===== src/sv/saa_pkg.sv =====
`timescale 1ns / 1ps
`default_nettype none

package saa_pkg;

    localparam int SAA_MAX_WIDTH      = 1024;
    localparam int SAA_COEF_FRAC_BITS = 16;

    localparam int PIX_W        = 8;
    localparam int COEF_W       = 18;
    localparam int COL_W        = 10;
    localparam int ROW_W        = 12;
    localparam int WIDTH_REG_W  = 11;
    localparam int HEIGHT_REG_W = 13;
    localparam int CFG_IDX_W    = 3;
    localparam int CFG_DATA_W   = 18;
    localparam int MAX_HEIGHT   = 4096;

    localparam int S_TDATA_W = 3 * PIX_W;
    localparam int M_TDATA_W = 48;
    localparam int M_PAD_W   = M_TDATA_W - ROW_W - COL_W - 3 * PIX_W;

    // register indexes
    localparam logic [CFG_IDX_W-1:0] REG_IMAGE_WIDTH  = 3'd0;
    localparam logic [CFG_IDX_W-1:0] REG_IMAGE_HEIGHT = 3'd1;
    localparam logic [CFG_IDX_W-1:0] REG_COEF_TL      = 3'd2;
    localparam logic [CFG_IDX_W-1:0] REG_COEF_TR      = 3'd3;
    localparam logic [CFG_IDX_W-1:0] REG_COEF_BL      = 3'd4;
    localparam logic [CFG_IDX_W-1:0] REG_COEF_BR      = 3'd5;

    localparam logic [WIDTH_REG_W-1:0]  RST_IMAGE_WIDTH  = 11'd1024;
    localparam logic [HEIGHT_REG_W-1:0] RST_IMAGE_HEIGHT = 13'd768;
    localparam logic [COEF_W-1:0]       RST_COEF_TL      = 18'd65536;
    localparam logic [COEF_W-1:0]       RST_COEF_OTHER   = 18'd0;

    // red in the lowest bits
    typedef struct packed {
        logic [PIX_W-1:0] blue;
        logic [PIX_W-1:0] green;
        logic [PIX_W-1:0] red;
    } pixel_t;

    typedef struct packed {
        logic signed [COEF_W-1:0] tl;
        logic signed [COEF_W-1:0] tr;
        logic signed [COEF_W-1:0] bl;
        logic signed [COEF_W-1:0] br;
    } coef_set_t;

    typedef struct packed {
        pixel_t           tl;
        pixel_t           tr;
        pixel_t           bl;
        pixel_t           br;
        logic [COL_W-1:0] col;
        logic [ROW_W-1:0] row;
        logic             last;
    } tap_set_t;

endpackage

`default_nettype wire


===== src/sv/saa_filter_dp.sv =====
`timescale 1ns / 1ps
`default_nettype none

module saa_filter_dp #(
    parameter int COEF_FRAC_BITS = saa_pkg::SAA_COEF_FRAC_BITS
) (
    input  logic                        aclk,
    input  logic                        aresetn,
    input  logic                        in_valid,
    output logic                        in_ready,
    input  saa_pkg::tap_set_t           in_taps,
    input  saa_pkg::coef_set_t          coefs,
    output logic                        out_valid,
    input  logic                        out_ready,
    output saa_pkg::pixel_t             out_pixel,
    output logic [saa_pkg::COL_W-1:0]   out_col,
    output logic [saa_pkg::ROW_W-1:0]   out_row,
    output logic                        out_last
);
    import saa_pkg::*;

    localparam int PROD_W = COEF_W + PIX_W + 1;
    localparam int SUM_W  = PROD_W + 2;
    localparam int NCH    = 3;
    localparam int NTAP   = 4;

    function automatic logic [PIX_W-1:0] chan_of(input pixel_t p, input int k);
        logic [PIX_W-1:0] c;
        case (k)
            0:       c = p.red;
            1:       c = p.green;
            default: c = p.blue;
        endcase
        return c;
    endfunction

    // negative sums clip to zero, the rest is truncated then limited to 255
    function automatic logic [PIX_W-1:0] saturate(input logic signed [SUM_W-1:0] s);
        logic [SUM_W-1:0] q;
        logic [PIX_W-1:0] r;
        q = SUM_W'(s >>> COEF_FRAC_BITS);
        if (s[SUM_W-1]) begin
            r = '0;
        end else if (|q[SUM_W-1:PIX_W]) begin
            r = '1;
        end else begin
            r = q[PIX_W-1:0];
        end
        return r;
    endfunction

    logic                     p_valid_reg;
    logic signed [PROD_W-1:0] prod_reg  [NCH][NTAP];
    logic signed [PROD_W-1:0] prod_next [NCH][NTAP];
    logic [COL_W-1:0]         p_col_reg;
    logic [ROW_W-1:0]         p_row_reg;
    logic                     p_last_reg;

    logic                     o_valid_reg;
    pixel_t                   o_pixel_reg;
    pixel_t                   o_pixel_next;
    logic [COL_W-1:0]         o_col_reg;
    logic [ROW_W-1:0]         o_row_reg;
    logic                     o_last_reg;

    logic                     o_ready;
    logic                     p_ready;
    logic signed [SUM_W-1:0]  sums [NCH];

    assign o_ready  = !o_valid_reg || out_ready;
    assign p_ready  = !p_valid_reg || o_ready;
    assign in_ready = p_ready;

    always_comb begin
        for (int k = 0; k < NCH; k++) begin
            prod_next[k][0] = PROD_W'(coefs.tl * $signed({1'b0, chan_of(in_taps.tl, k)}));
            prod_next[k][1] = PROD_W'(coefs.tr * $signed({1'b0, chan_of(in_taps.tr, k)}));
            prod_next[k][2] = PROD_W'(coefs.bl * $signed({1'b0, chan_of(in_taps.bl, k)}));
            prod_next[k][3] = PROD_W'(coefs.br * $signed({1'b0, chan_of(in_taps.br, k)}));
        end
    end

    always_comb begin
        for (int k = 0; k < NCH; k++) begin
            sums[k] = SUM_W'(prod_reg[k][0]) + SUM_W'(prod_reg[k][1])
                    + SUM_W'(prod_reg[k][2]) + SUM_W'(prod_reg[k][3]);
        end
        o_pixel_next.red   = saturate(sums[0]);
        o_pixel_next.green = saturate(sums[1]);
        o_pixel_next.blue  = saturate(sums[2]);
    end

    always_ff @(posedge aclk) begin
        if (!aresetn) begin
            p_valid_reg <= 1'b0;
            o_valid_reg <= 1'b0;
        end else begin
            if (p_ready) begin
                p_valid_reg <= in_valid;
            end
            if (o_ready) begin
                o_valid_reg <= p_valid_reg;
            end
        end
    end

    always_ff @(posedge aclk) begin
        if (in_valid && p_ready) begin
            prod_reg   <= prod_next;
            p_col_reg  <= in_taps.col;
            p_row_reg  <= in_taps.row;
            p_last_reg <= in_taps.last;
        end
        if (p_valid_reg && o_ready) begin
            o_pixel_reg <= o_pixel_next;
            o_col_reg   <= p_col_reg;
            o_row_reg   <= p_row_reg;
            o_last_reg  <= p_last_reg;
        end
    end

    assign out_valid = o_valid_reg;
    assign out_pixel = o_pixel_reg;
    assign out_col   = o_col_reg;
    assign out_row   = o_row_reg;
    assign out_last  = o_last_reg;

endmodule

`default_nettype wire


===== config.mk =====
export PLATFORM = sky130hd
export DESIGN_NAME = saa_filter_dp
export DESIGN_NICKNAME = d
export VERILOG_FILES = /design/src/sv/saa_pkg.sv /design/src/sv/saa_filter_dp.sv
export SDC_FILE = /design/constraint.sdc
export NUM_CORES = 2
export LEC_CHECK = 0
export BUFFER_PORTS_ARGS = -buffer_cell sky130_fd_sc_hd__buf_2
export CORE_MARGIN = 2
export CORE_UTILIZATION = 51
export CTS_CLUSTER_DIAMETER = 30
export DETAILED_ROUTE_END_ITERATION = 8
export PLACE_DENSITY = 0.7
export SYNTH_ARGS = -nofsm -noshare
export SYNTH_HDL_FRONTEND = slang
export SYNTH_SLANG_ARGS = --single-unit

===== constraint.sdc =====
create_clock -name aclk -period 8.64 [get_ports aclk]
set_input_delay 0 -clock aclk [delete_from_list [all_inputs] [get_ports aclk]]
set_output_delay 0 -clock aclk [all_outputs]
set_load 0.05 [all_outputs]

==> metrics.md <==
| Metric | Value |
|---|---|
| Final Hold Fails | 0 |
| Dpl hpwl | 160 mm |
| Root buffer cell | clkbuf_16 |
| Worst skew pair latency | 710 ps |
| Routed wire length | 200 mm |
| Worst r2r src | prod_reg[277]$_DFFE_PP_ |
| Cells after Synth | 8529 |
| Global-route wire length before repair | 328 mm |
| Post-route ant nets | 0 |
| Worst min path class | input pin to flip-flop |
| Outcome | finished, final reports clean |
| Cell row count | 145 |
| Ratio of cells with drive above 1 in the final layout | 5.41% |
| TritonCTS clock tree | done |
| Die Span Y | 401 um |
| Crit. End Element | flip-flop |
| RSZ-0062 raised after global routing | false |
| Mapped Nets | 11000 |
| Clock Tree Buf Depth | 3 |
| Ports | 244 |
| Worst Path Max Fanout | 18 |
| All-Layer GR Usage | 25.9% |
| Synth top area cells | fa_1 38%, edfxtp_1 15%, ha_1 11% |
| H-Tree Level Count | 3 |
| Setup TNS | 0 ps |
| Area growth, synth to finish | 8.90% |
| Worst Max-Slew Pin Slew | 1140 ps |
| Reg-to-reg endpoint | out_pixel[5]$_SDFFCE_PP0P_ |
| EDFF count, synth | 394 |
| Wire length per cell | 18.5 um |
| Post-synth top area share | 38.2% |
| Post-CTS setup buffer count | 0 |
| Post-route minimum period | 5230 ps |
| PortBufs | 243 |
| WP data arrival | 5640 ps |
| DRC | 0 |
| Post-Syn Area | 80200 sq um |
| Initial Util | 51.3% |
| Routability Congestion | 0.950 |
| Worst slew margin | 24.3% |
| Clock Skews | 36.3 ps |
| Vias/cell | 5.21 |
| Max Fclk | 0.191 GHz |
| First-pass DRT Iterations | 7 |
| Distinct cells, synth | 73 |
| #FFs+latches synth | 396 |
| FF-to-FF path depth | 14 |
| Worst setup path start | in_taps[71] |
| Die area | 160000 sq um |
| Yosys top cell by area | fa_1 |
| Synth async-reset ratio | 0% |
| Reg2Reg Setup Slack | 3920 ps |
| Grt ovf | 0 |
| Vias in the first global route | 60700 |
| Final setup fails | 0 |
| Slew Limit Fails | 0 |
| Period Utilization, post-route | 60.5% |
| Synthesis Warnings | 0 |
| Area after DPL | 83000 sq um |
| Crit path launch type | input pin |
| Sequential share of the synthesized area | 14.8% |
| Final Cell Area | 87300 sq um |
| Clock slew at reported path FFs | 50 ps |
| Max reg flops | 324 |
| Pin count of the biggest net entering global routing | 166 |
| TritonCTS buffer count | 103 |
| Initial antenna violation count | 25 |
| Most common cell in the netlist | inv_1 |
| Worst hold margin | 40.0 ps |
| Top FF cell, synth | edfxtp_1 |
| Crit path capture | prod_reg[294]$_DFFE_PP_ |
| Kind of critical path | input pin to flip-flop |
| WP data required | 9050 ps |
| Max Cap Violations | 0 |
| Die width | 401 um |
| Final net count | 11100 |
| CORE AREA | 156000 sq um |
| Routed vias | 56300 |
| Post-synth top cells | 2388 x inv_1, 1530 x fa_1, 975 x and2_1 |
| Avg Inst Size Synth | 9.40 sq um |
| Clock Sinks | 396 |
| DRT iter0 DRCs | 3726 |
-- critical path, cell delays in order --
cell and delay [ps]:
dlygate4sd3_1 630, buf_2 370, nand2_1 130, fa_1 550, inv_1 50, fa_1 490
fa_1 560, inv_1 50, fa_1 470, inv_1 40, ha_1 350, and3_1 230
and3_1 180, a21oi_1 120, a211oi_1 570, or3_1 250, nand2_1 70, xnor2_1 500
-- worst min path at each step --
stage | from | to | depth (start not counted)
floorplan | in_taps[13] | p_col_reg[0]$_DFFE_PP_ | 0
global placement | in_taps[7] | p_row_reg[6]$_DFFE_PP_ | 1
detailed placement | in_taps[9] | p_row_reg[8]$_DFFE_PP_ | 1
CTS | in_taps[5] | p_row_reg[4]$_DFFE_PP_ | 2
global route | in_taps[6] | p_row_reg[5]$_DFFE_PP_ | 2
finish | in_taps[21] | p_col_reg[8]$_DFFE_PP_ | 2
-- area by class of cell --
| type | instances | area (sq um) |
|---|---|---|
| Fill cell | 13600 | 68900 |
| Multi-Input combinational cell | 5465 | 58300 |
| Sequential cell | 396 | 11900 |
| Inverter | 2388 | 8960 |
| Clock buffer | 110 | 2630 |
| Tap cell | 2058 | 2570 |
| Timing Repair Buffer | 311 | 1890 |
| Clock inverter | 86 | 1080 |
| Antenna cell | 6 | 15.0 |
-- placed cells by master, fill, tap and decap left out, types with 17 or more instances in the layout --
| cell type | netlist | layout |
|---|---|---|
| o21bai_1 | 44 | 44 |
| a21oi_1 | 238 | 238 |
| a31oi_1 | 21 | 21 |
| o211ai_1 | 17 | 17 |
| a211oi_1 | 22 | 22 |
| xnor2_1 | 224 | 224 |
| dlygate4sd3_1 | 0 | 62 |
| nand2b_1 | 22 | 22 |
| inv_1 | 2388 | 2388 |
| and3_1 | 44 | 44 |
| xor2_1 | 99 | 99 |
| nor3_1 | 54 | 54 |
| and2_1 | 975 | 974 |
| clkbuf_16 | 0 | 104 |
| nor2_1 | 113 | 113 |
| fa_1 | 1530 | 1530 |
| edfxtp_1 | 394 | 394 |
| o21ai_1 | 34 | 34 |
| nand3_1 | 44 | 44 |
| o21ai_0 | 60 | 60 |
| a21o_1 | 94 | 94 |
| ha_1 | 726 | 726 |
| buf_2 | 0 | 243 |
| o21a_1 | 22 | 22 |
| nand2_1 | 879 | 879 |
-- what timing repair did --
action / 4_1_cts / 5_1_grt
resized for setup: 0 / 0
hold buffers: 62 / 0
hold endpoints to repair: 58 / 0
-- per-layer routing --
layer | GRT usage [%] | vias up | part of all wire, %
li1 | - | 25600 | -
met1 | 34.4 | 28800 | 42
met2 | 42.9 | 1600 | 48
met3 | 4.19 | 349 | 6.5
met4 | 9.26 | 22 | 3.8
met5 | 0 | - | 0.073
-- metrics by stage --
| step | utilization (%) | worst slack [ps] | instances |
|---|---|---|---|
| 2_1_floorplan | - | 2770 | 8529 |
| 3_3_place_gp | 53.1 | 3310 | 10600 |
| 3_5_place_dp | 53.1 | 3220 | 10600 |
| 4_1_cts | 55.9 | 3480 | 10800 |
| 5_1_grt | 55.9 | 3110 | 10800 |
| 6_report | 55.9 | 3410 | 10800 |
-- kinds of logic (layout without fill, tap and decap cells) --
logic type | Yosys count | in the layout | synth area share (%)
xor+xnor | 323 | 323 | 3.53
buf+inv | 2668 | 2895 | 12.5
other cells | 0 | 6 | 0
fa+ha+maj | 2256 | 2256 | 49.5
simple gates | 2204 | 2204 | 14.0
flops | 396 | 396 | 14.8
compound gates | 679 | 679 | 5.63
mux | 3 | 3 | 0.0374
Power is left out: the tool's default activity adds up to more than one toggle a clock period on the data nets, which glitch-free logic cannot reach.
